`config.mk`:
```
export PLATFORM = sky130hd
export DESIGN_NAME = kmeans_2d_three_clusters_top
export DESIGN_NICKNAME = d
export VERILOG_FILES = /design/src/hw/rtl/km2d_pkg.sv /design/src/hw/rtl/kmeans_2d_three_clusters_top.sv
export SDC_FILE = /design/constraint.sdc
export NUM_CORES = 1
export LEC_CHECK = 0
export CAP_MARGIN = 10
export CORE_MARGIN = 2
export CORE_UTILIZATION = 46
export CTS_CLUSTER_SIZE = 16
export DETAILED_ROUTE_END_ITERATION = 12
export DONT_BUFFER_PORTS = 1
export HOLD_SLACK_MARGIN = 0.05
export PLACE_DENSITY = 0.75
export SLEW_MARGIN = 25
export SYNTH_ARGS = -nofsm -noshare
export SYNTH_HDL_FRONTEND = slang
export SYNTH_SLANG_ARGS = --single-unit
export TNS_END_PERCENT = 30
```
`constraint.sdc`:
```
create_clock -name clk -period 8.4 [get_ports clk]
set_clock_uncertainty 0.15 [all_clocks]
set_input_delay 0 -clock clk [delete_from_list [all_inputs] [get_ports clk]]
set_output_delay 0 -clock clk [all_outputs]
set_load 0.01 [all_outputs]
```
`src/hw/rtl/km2d_pkg.sv`:
```
// ----------------------------------------------------------------------------
// km2d_pkg: shared types and constants for the 2-D k-means block
// Holds the default sizes, the action codes and the sequencer state type.
// ----------------------------------------------------------------------------
package km2d_pkg;

  localparam int DefNumPoints   = 8;
  localparam int DefNumClusters = 3;
  localparam int DefCoordBits   = 8;
  localparam int FracBits       = 8;
  localparam logic [3:0] DefMaxIter = 4'd5;

  localparam logic [1:0] ACT_LOAD_POINT    = 2'd0;
  localparam logic [1:0] ACT_LOAD_CENTROID = 2'd1;
  localparam logic [1:0] ACT_RUN           = 2'd2;

  typedef enum logic [3:0] {
    ST_IDLE,
    ST_ITER_START,
    ST_DIST,
    ST_SQRT,
    ST_ACCUM,
    ST_DIV_START,
    ST_DIV,
    ST_DIV_DONE,
    ST_ITER_END,
    ST_OUT_LABELS,
    ST_OUT_CENTROIDS
  } state_t;

endpackage

```
`src/hw/rtl/kmeans_2d_three_clusters_top.sv`:
```
// ----------------------------------------------------------------------------
// kmeans_2d_three_clusters_top: Lloyd k-means over stored 2-D points
// Load requests are accepted back to back. A run request walks points and centroids with
// one shared square-root unit and one shared restoring divider.
// ----------------------------------------------------------------------------
// Each distance uses S square-root steps (COORD_BITS+1), and each centroid axis
// uses D divider steps (clog2(P+1) + COORD_BITS + FracBits). A run ends with
// P+K results, one per cycle.
// busy is high for the whole run; results cannot be stalled by the receiver.
// Reset clears labels, centroids and control; max_iterations resets to 5.
module kmeans_2d_three_clusters_top
  import km2d_pkg::*;
#(
  parameter int NUM_POINTS   = DefNumPoints,
  parameter int NUM_CLUSTERS = DefNumClusters,
  parameter int COORD_BITS   = DefCoordBits
) (
  input  logic        clk,
  input  logic        rst_n,
  input  logic        start,
  output logic        busy,
  input  logic [1:0]  in_action,
  input  logic [2:0]  in_slot,
  input  logic [COORD_BITS-1:0] in_coord_x,
  input  logic [COORD_BITS-1:0] in_coord_y,
  input  logic        cfg_valid,
  output logic        cfg_ready,
  input  logic [3:0]  cfg_data,
  output logic        out_strobe,
  output logic        out_kind,
  output logic [2:0]  out_index,
  output logic [1:0]  out_cluster,
  output logic [15:0] out_centroid_x,
  output logic [15:0] out_centroid_y,
  output logic [3:0]  out_iterations_used,
  output logic        out_converged,
  output logic        out_last
);

  localparam int PW  = (NUM_POINTS > 1) ? $clog2(NUM_POINTS) : 1;
  localparam int CW  = (NUM_CLUSTERS > 1) ? $clog2(NUM_CLUSTERS) : 1;
  localparam int CNW = $clog2(NUM_POINTS + 1);
  localparam int SW  = COORD_BITS + CNW;          // sum width
  localparam int QW  = COORD_BITS + FracBits;     // centroid width
  localparam int NW  = SW + FracBits;             // dividend width
  localparam int DSW = 2 * COORD_BITS + 1;        // squared distance width
  localparam int RW  = COORD_BITS + 1;            // root width
  localparam int SQS = (DSW + 1) / 2;             // root steps
  localparam int SCW = $clog2(NW + 1);

  logic [COORD_BITS-1:0] px_r [NUM_POINTS];
  logic [COORD_BITS-1:0] py_r [NUM_POINTS];
  logic [CW-1:0]         lab_r [NUM_POINTS];
  logic [QW-1:0]         cx_r [NUM_CLUSTERS];
  logic [QW-1:0]         cy_r [NUM_CLUSTERS];
  logic [SW-1:0]         sx_r [NUM_CLUSTERS];
  logic [SW-1:0]         sy_r [NUM_CLUSTERS];
  logic [CNW-1:0]        cnt_r [NUM_CLUSTERS];

  state_t state_r, state_nxt;
  logic [3:0]  max_iter_r, iters_r;
  logic        conv_r, prev_ch_r, ch_r;
  logic [PW-1:0] pi_r;
  logic [CW-1:0] ci_r;
  logic [RW-1:0] best_r;
  logic [CW-1:0] blab_r;
  logic          axis_r;                 // divider works on x (0) or y (1)
  logic [DSW+1:0] rem_r;
  logic [DSW+1:0] rad_r;
  logic [RW:0]   root_r;
  logic [SCW-1:0] step_r;
  logic [NW-1:0] num_r;
  logic [CNW:0]  drem_r;
  logic [QW-1:0] nx_r;

  assign busy      = (state_r != ST_IDLE);
  assign cfg_ready = ~busy;

  // Distance operands for the current point and centroid.
  logic [COORD_BITS-1:0] ccx, ccy, ppx, ppy, dx, dy;
  logic [DSW-1:0] dsq;
  assign ccx = cx_r[ci_r][QW-1:FracBits];
  assign ccy = cy_r[ci_r][QW-1:FracBits];
  assign ppx = px_r[pi_r];
  assign ppy = py_r[pi_r];
  assign dx  = (ccx >= ppx) ? ccx - ppx : ppx - ccx;
  assign dy  = (ccy >= ppy) ? ccy - ppy : ppy - ccy;

  logic [2*COORD_BITS-1:0] dx2_r, dy2_r;
  assign dsq = {1'b0, dx2_r} + {1'b0, dy2_r};

  // One root step: two radicand bits per cycle, trial value is 4*root+1.
  logic [DSW+1:0] trial;
  logic [DSW+1:0] rem_sh;
  assign rem_sh = {rem_r[DSW-1:0], rad_r[DSW+1:DSW]};
  assign trial  = {{(DSW-RW-1){1'b0}}, root_r, 2'b01};

  // One divider step.
  logic [CNW:0] drem_sh;
  logic [CNW-1:0] dcnt;
  assign dcnt    = cnt_r[ci_r];
  assign drem_sh = {drem_r[CNW-1:0], num_r[NW-1]};

  logic last_p, last_c;
  assign last_p = (pi_r == PW'(NUM_POINTS - 1));
  assign last_c = (ci_r == CW'(NUM_CLUSTERS - 1));

  always_comb begin
    state_nxt = state_r;
    case (state_r)
      ST_IDLE: begin
        if (start && in_action == ACT_RUN) begin
          state_nxt = (max_iter_r == 4'd0) ? ST_OUT_LABELS : ST_ITER_START;
        end
      end
      ST_ITER_START: state_nxt = ST_DIST;
      ST_DIST:       state_nxt = ST_SQRT;
      ST_SQRT: begin
        if (step_r == SCW'(SQS - 1)) begin
          state_nxt = (last_c && last_p) ? ST_ACCUM : ST_DIST;
        end
      end
      ST_ACCUM:     if (last_p) state_nxt = ST_DIV_START;
      ST_DIV_START: state_nxt = ST_DIV;
      ST_DIV:       if (step_r == SCW'(NW - 1)) state_nxt = ST_DIV_DONE;
      ST_DIV_DONE: begin
        if (axis_r && last_c) state_nxt = ST_ITER_END;
        else state_nxt = ST_DIV_START;
      end
      ST_ITER_END: begin
        if ((iters_r >= 4'd2 && !prev_ch_r) || iters_r >= max_iter_r) begin
          state_nxt = ST_OUT_LABELS;
        end else begin
          state_nxt = ST_ITER_START;
        end
      end
      ST_OUT_LABELS:    if (last_p) state_nxt = ST_OUT_CENTROIDS;
      ST_OUT_CENTROIDS: if (last_c) state_nxt = ST_IDLE;
      default:          state_nxt = ST_IDLE;
    endcase
  end

  always_comb begin
    out_strobe          = 1'b0;
    out_kind            = 1'b0;
    out_index           = 3'(pi_r);
    out_cluster         = 2'(lab_r[pi_r]);
    out_centroid_x      = '0;
    out_centroid_y      = '0;
    out_iterations_used = iters_r;
    out_converged       = conv_r;
    out_last            = 1'b0;
    case (state_r)
      ST_OUT_LABELS: out_strobe = 1'b1;
      ST_OUT_CENTROIDS: begin
        out_strobe     = 1'b1;
        out_kind       = 1'b1;
        out_index      = 3'(ci_r);
        out_cluster    = '0;
        out_centroid_x = 16'(cx_r[ci_r]);
        out_centroid_y = 16'(cy_r[ci_r]);
        out_last       = last_c;
      end
      default: ;
    endcase
  end

  always_ff @(posedge clk) begin
    if (!rst_n) begin
      state_r    <= ST_IDLE;
      max_iter_r <= DefMaxIter;
      iters_r    <= '0;
      conv_r     <= 1'b0;
      prev_ch_r  <= 1'b1;
      ch_r       <= 1'b0;
      pi_r       <= '0;
      ci_r       <= '0;
      step_r     <= '0;
      axis_r     <= 1'b0;
      for (int i = 0; i < NUM_POINTS; i++) lab_r[i] <= '0;
      for (int k = 0; k < NUM_CLUSTERS; k++) begin
        cx_r[k] <= '0; cy_r[k] <= '0;
        sx_r[k] <= '0; sy_r[k] <= '0; cnt_r[k] <= '0;
      end
    end else begin
      state_r <= state_nxt;
      case (state_r)
        ST_IDLE: begin
          if (cfg_valid) max_iter_r <= cfg_data;
          if (start) begin
            if (in_action == ACT_LOAD_POINT && 32'(in_slot) < NUM_POINTS) begin
              px_r[PW'(in_slot)] <= in_coord_x;
              py_r[PW'(in_slot)] <= in_coord_y;
            end
            if (in_action == ACT_LOAD_CENTROID && 32'(in_slot) < NUM_CLUSTERS) begin
              cx_r[CW'(in_slot)] <= {in_coord_x, {FracBits{1'b0}}};
              cy_r[CW'(in_slot)] <= {in_coord_y, {FracBits{1'b0}}};
            end
            iters_r   <= '0;
            conv_r    <= 1'b0;
            prev_ch_r <= 1'b1;
            pi_r      <= '0;
            ci_r      <= '0;
          end
        end
        ST_ITER_START: begin
          pi_r <= '0;
          ci_r <= '0;
          ch_r <= 1'b0;
        end
        ST_DIST: begin
          dx2_r  <= {{COORD_BITS{1'b0}}, dx} * {{COORD_BITS{1'b0}}, dx};
          dy2_r  <= {{COORD_BITS{1'b0}}, dy} * {{COORD_BITS{1'b0}}, dy};
          step_r <= '0;
          rem_r  <= '0;
          root_r <= '0;
          rad_r  <= '0;
        end
        ST_SQRT: begin
          if (step_r == '0) begin
            // First step loads the radicand and consumes its lone top bit.
            rad_r  <= {dsq[DSW-2:0], 3'b000};
            rem_r  <= '0;
            root_r <= {{RW{1'b0}}, dsq[DSW-1]};
          end else begin
            rad_r <= rad_r << 2;
            if (rem_sh >= trial) begin
              rem_r  <= rem_sh - trial;
              root_r <= {root_r[RW-1:0], 1'b1};
            end else begin
              rem_r  <= rem_sh;
              root_r <= {root_r[RW-1:0], 1'b0};
            end
          end
          step_r <= step_r + 1'b1;
          if (step_r == SCW'(SQS - 1)) begin
            begin : pick
              logic [RW-1:0] r;
              r = (rem_sh >= trial) ? {root_r[RW-2:0], 1'b1} : {root_r[RW-2:0], 1'b0};
              if (ci_r == '0 || r <= best_r) begin
                best_r <= r;
                blab_r <= ci_r;
                if (last_c) lab_r[pi_r] <= ci_r;
              end else if (last_c) begin
                lab_r[pi_r] <= blab_r;
              end
            end
            if (last_c) begin
              ci_r <= '0;
              pi_r <= last_p ? '0 : pi_r + 1'b1;
            end else begin
              ci_r <= ci_r + 1'b1;
            end
            if (last_c && last_p) begin
              for (int k = 0; k < NUM_CLUSTERS; k++) begin
                sx_r[k] <= '0; sy_r[k] <= '0; cnt_r[k] <= '0;
              end
            end
          end
        end
        ST_ACCUM: begin
          sx_r[lab_r[pi_r]]  <= sx_r[lab_r[pi_r]] + SW'(ppx);
          sy_r[lab_r[pi_r]]  <= sy_r[lab_r[pi_r]] + SW'(ppy);
          cnt_r[lab_r[pi_r]] <= cnt_r[lab_r[pi_r]] + 1'b1;
          pi_r <= last_p ? '0 : pi_r + 1'b1;
          ci_r <= '0;
          axis_r <= 1'b0;
        end
        ST_DIV_START: begin
          num_r  <= {axis_r ? sy_r[ci_r] : sx_r[ci_r], {FracBits{1'b0}}};
          drem_r <= '0;
          step_r <= '0;
        end
        ST_DIV: begin
          if (drem_sh >= {1'b0, dcnt}) begin
            drem_r <= drem_sh - {1'b0, dcnt};
            num_r  <= {num_r[NW-2:0], 1'b1};
          end else begin
            drem_r <= drem_sh;
            num_r  <= {num_r[NW-2:0], 1'b0};
          end
          step_r <= step_r + 1'b1;
        end
        ST_DIV_DONE: begin
          if (!axis_r) begin
            nx_r   <= QW'(num_r);
            axis_r <= 1'b1;
          end else begin
            if (dcnt != '0) begin
              if (nx_r != cx_r[ci_r] || QW'(num_r) != cy_r[ci_r]) ch_r <= 1'b1;
              cx_r[ci_r] <= nx_r;
              cy_r[ci_r] <= QW'(num_r);
            end
            axis_r <= 1'b0;
            ci_r   <= last_c ? '0 : ci_r + 1'b1;
            if (last_c) iters_r <= iters_r + 1'b1;
          end
        end
        ST_ITER_END: begin
          if (iters_r >= 4'd2 && !prev_ch_r) conv_r <= 1'b1;
          prev_ch_r <= ch_r;
          pi_r <= '0;
          ci_r <= '0;
        end
        ST_OUT_LABELS: begin
          pi_r <= last_p ? '0 : pi_r + 1'b1;
          ci_r <= '0;
        end
        ST_OUT_CENTROIDS: ci_r <= last_c ? '0 : ci_r + 1'b1;
        default: ;
      endcase
    end
  end

endmodule

```
==> reports/qor_table.md <==
| Result | Reported | Unit |
| --- | --- | --- |
| Run status | finished, final reports clean | - |
| Die Height | 261 | um |
| Global Route met2 Usage | 0.385 | - |
| Most utilized layer in the global route result | met2 | - |
| Fillers | 5463 | - |
| Maximum level of the CTS H-tree | 2 | - |
| Biggest area contributors in the synthesized netlist | edfxtp_1, mux4_2, ha_1, fa_1, nor2_1 | - |
| Num rows | 94 | - |
| Core utilization of the finished layout | 0.523 | - |
| Endpoint required time on the critical path | 8640 | ps |
| Total area of sequential cells | 15900 | um2 |
| Antenna-violating nets left | 0 | - |
| Global placement routability congestion | 0.879 | - |
| Number of max-slew violations in the final report | 0 | - |
| Die Footprint | 67900 | um2 |
| First-pass iteration count of the detailed router | 5 | - |
| Drt initial violations | 1749 | - |
| Initial Utilization | 0.463 | - |
| Startpoint Class | flop | - |
| Overflow left after global routing | 0 | - |
| Largest fanout of any net on the critical path | 15 | - |
| Buffer type at the clock tree root | clkbuf_16 | - |
| Post-route minimum period | 8000 | ps |
| Seq cells post-synth | 539 | - |
| Fraction of the yosys area taken by sequential cells | 0.525 | - |
| Routed wire length | 75200 | um |
| Vias in the first global route | 20700 | - |
| Synth Instances | 2524 | - |
| Number of top-level pins | 76 | - |
| P&R area growth vs syn | 13.1 | % |
| Yosys cell types | 80 | - |
| Fmax | 125 | MHz |
| Pin slew with the least headroom to its limit | 1120 | ps |
| Worst-case hold slack | 67.6 | ps |
| Largest net degree at the start of global routing | 64 | - |
| Portion of the clock cycle consumed by the worst path in the final layout | 0.953 | - |
| Met1 usage in global routing | 0.279 | - |
| Total power per unit cell area | 261 | nW/um2 |
| Half-perimeter wire length of the detailed placement result | 50800 | um |
| Placeable core region | 65400 | um2 |
| Critical Path End Type | flop | - |
| Type of the setup path with the least slack | flop to flop | - |
| Static Leakage | 0.0130 | uW |
| Final setup vio count | 0 | - |
| Layout cells sized above 1 | 0.132 | - |
| Commonest cells after routing, fill and taps aside | edfxtp_1, nor2_1, inv_1, nand2_1, ha_1 | - |
| Number of vias in the routed layout | 20100 | - |
| Net Count, Synth | 2768 | - |
| Peak supply drop | 227 | uV |
| Number of remaining DRC errors | 0 | - |
| Most prevalent standard cell on the critical path | fa_1 | - |
| Total Nets Final | 2837 | - |
| Clock Path Buffers | 3 | - |
| Clk sinks | 539 | - |
| Final hold violations | 0 | - |
| Biggest area consumer among synthesized cells | edfxtp_1 | - |
| Synth warnings | 0 | - |
| Data arrival time of the critical path | 8240 | ps |
| CTS Buf Count | 57 | - |
| Global Route met3 Usage | 0.0369 | - |
| Post-synthesis average cell area | 12.0 | um2 |
| Post-synth EDFFs | 508 | - |
| Most common flop cell mapped by yosys | edfxtp_1 | - |
| CTS clock-pin slew for the worst setup and hold paths | 60 | ps |
| Startpoint of the worst hold path | in_coord_y[7] | - |
| Synth Cell Area | 30300 | um2 |
| Worst-path cell with the longest stage delay | mux4_2 | - |
| Diode insertion count for antenna repair | 0 | - |
| Setup Total Neg Slack | 0 | ps |
| Kind of path behind the tightest hold check | primary input to flop | - |
| Via/cell ratio | 5.73 | - |
| Longest individual stage delay on the worst path | 550 | ps |
| Initial antenna violation count | 0 | - |
| Maxcap violations | 0 | - |
| CTS tree | yes | - |
| Top cell type's share of synthesized area | 0.504 | - |
| Clock Latency Late Sink | 680 | ps |
| Tot GR Track Use | 0.223 | - |
| Most common cell after layout, fill and taps aside | edfxtp_1 | - |
| Wire length per cell | 21.5 | um |
| Total design power | 8920 | uW |
| Multi-input combinational cell area | 13300 | um2 |
| Count of buffers from port buffering | 0 | - |
| Relative slew margins | 0.245 | - |
| Post-synth ARST share | 0 | - |
| First-pass GRT wire length | 116000 | um |
| Die Wd | 261 | um |
==> worst paths after layout <==
path                               end  slack (ps)  cells after the start
hold / removal    py_r[4][7]$_DFFE_PP_          70                      1
hold reg to reg    best_r[4]$_DFFE_PP_         340                      0
setup / recovery   dx2_r[15]$_DFFE_PP_         400                     31
setup reg to reg   dx2_r[15]$_DFFE_PP_         400                     31
==> flip-flops by register name (all words and copies together), names as in the netlist, 10 cells and up, named ones only <==
| register | cells |
|---|---|
| cx_r | 64 |
| cy_r | 64 |
| px_r | 64 |
| py_r | 64 |
| sx_r | 48 |
| sy_r | 48 |
| num_r | 20 |
| rem_r | 17 |
| cnt_r | 16 |
| lab_r | 16 |
| nx_r | 16 |
| rad_r | 16 |
| dx2_r | 15 |
| dy2_r | 15 |
| root_r | 10 |
==> worst max-delay path: cells and delay by family (launching register included) <==
kind                     cells  cell delay [ps]
AO/OA/AOI/OAI                7             1190
adder cells (fa/ha/maj)      6             2720
buffers and inverters        8              890
AND/OR/NAND/NOR              5             1170
XOR/XNOR                     1               90
flip-flops                   1              370
multiplexers                 4             1180
==> routing by layer <==
metal | up-vias | routed length (um)
met5 | - | 0
met4 | 0 | 2950
met3 | 145 | 5680
met2 | 835 | 37600
met1 | 9968 | 28900
li1 | 9141 | -
==> timing repair <==
action / in CTS / in global routing
hold buffers: 42 / 0
buffers inserted: 2 / 6
endpoints found under the setup margin: 3 / 9
gates resized for setup: 6 / 28
pin swaps: 1 / 4
cloned: 0 / 1
hold endpoints to repair: 670 / 0
==> power breakdown <==
part | switching (uW) | internal [uW]
Clock | 1100 | 1500
Sequential | 76.5 | 3190
Combinational | 1720 | 1330
==> through the flow <==
stage | std cells | cell area [um2] | worst slack (ps)
floorplan | 2524 | 30300 | 18.1
global placement | 3346 | 31500 | -25.7
detailed placement | 3347 | 31600 | -164
CTS | 3496 | 34000 | 12.9
global route | 3503 | 34200 | -2.55
finish | 3503 | 34200 | 395
==> cell usage after synthesis, types with 6 or more instances <==
| library cell | n |
|---|---|
| edfxtp_1 | 508 |
| nor2_1 | 304 |
| inv_1 | 239 |
| nand2_1 | 205 |
| ha_1 | 158 |
| mux4_2 | 96 |
| xnor2_1 | 94 |
| a21oi_1 | 90 |
| clkbuf_1 | 82 |
| mux2i_1 | 71 |
| and2_1 | 64 |
| o21ai_0 | 58 |
| fa_1 | 57 |
| nand3_1 | 35 |
| a211oi_1 | 34 |
| dfxtp_1 | 31 |
| nor3_1 | 31 |
| nor2b_1 | 30 |
| a31oi_1 | 28 |
| a21o_1 | 27 |
| nand2b_1 | 25 |
| o21bai_1 | 22 |
| xor2_1 | 21 |
| and3_1 | 20 |
| nand4_1 | 16 |
| or3_1 | 16 |
| buf_1 | 13 |
| buf_2 | 10 |
| o21a_1 | 10 |
| or2_2 | 10 |
| a21boi_0 | 9 |
| mux2_2 | 9 |
| nor4_1 | 7 |
| o31a_1 | 6 |
==> cell type report <==
type	instances	area share
sequential	539	0.464
multi-input combinational	1635	0.390
clock buffer	71	0.0450
tap	864	0.0316
timing repair buffer	118	0.0310
inverter	242	0.0265
clock inverter	34	0.0121
==> kinds of logic (layout without fill, tap and decap cells) <==
kind of cell    Yosys count  after routing  share of synthesized area
flops                   539            539                      0.525
fa+ha+maj               215            215                      0.103
xor+xnor                120            120                     0.0360
compound gates          332            333                     0.0715
simple gates            788            788                      0.120
mux                     179            179                     0.0999
buf+inv                 351            465                     0.0448
Power figures use the tool's default switching activity.
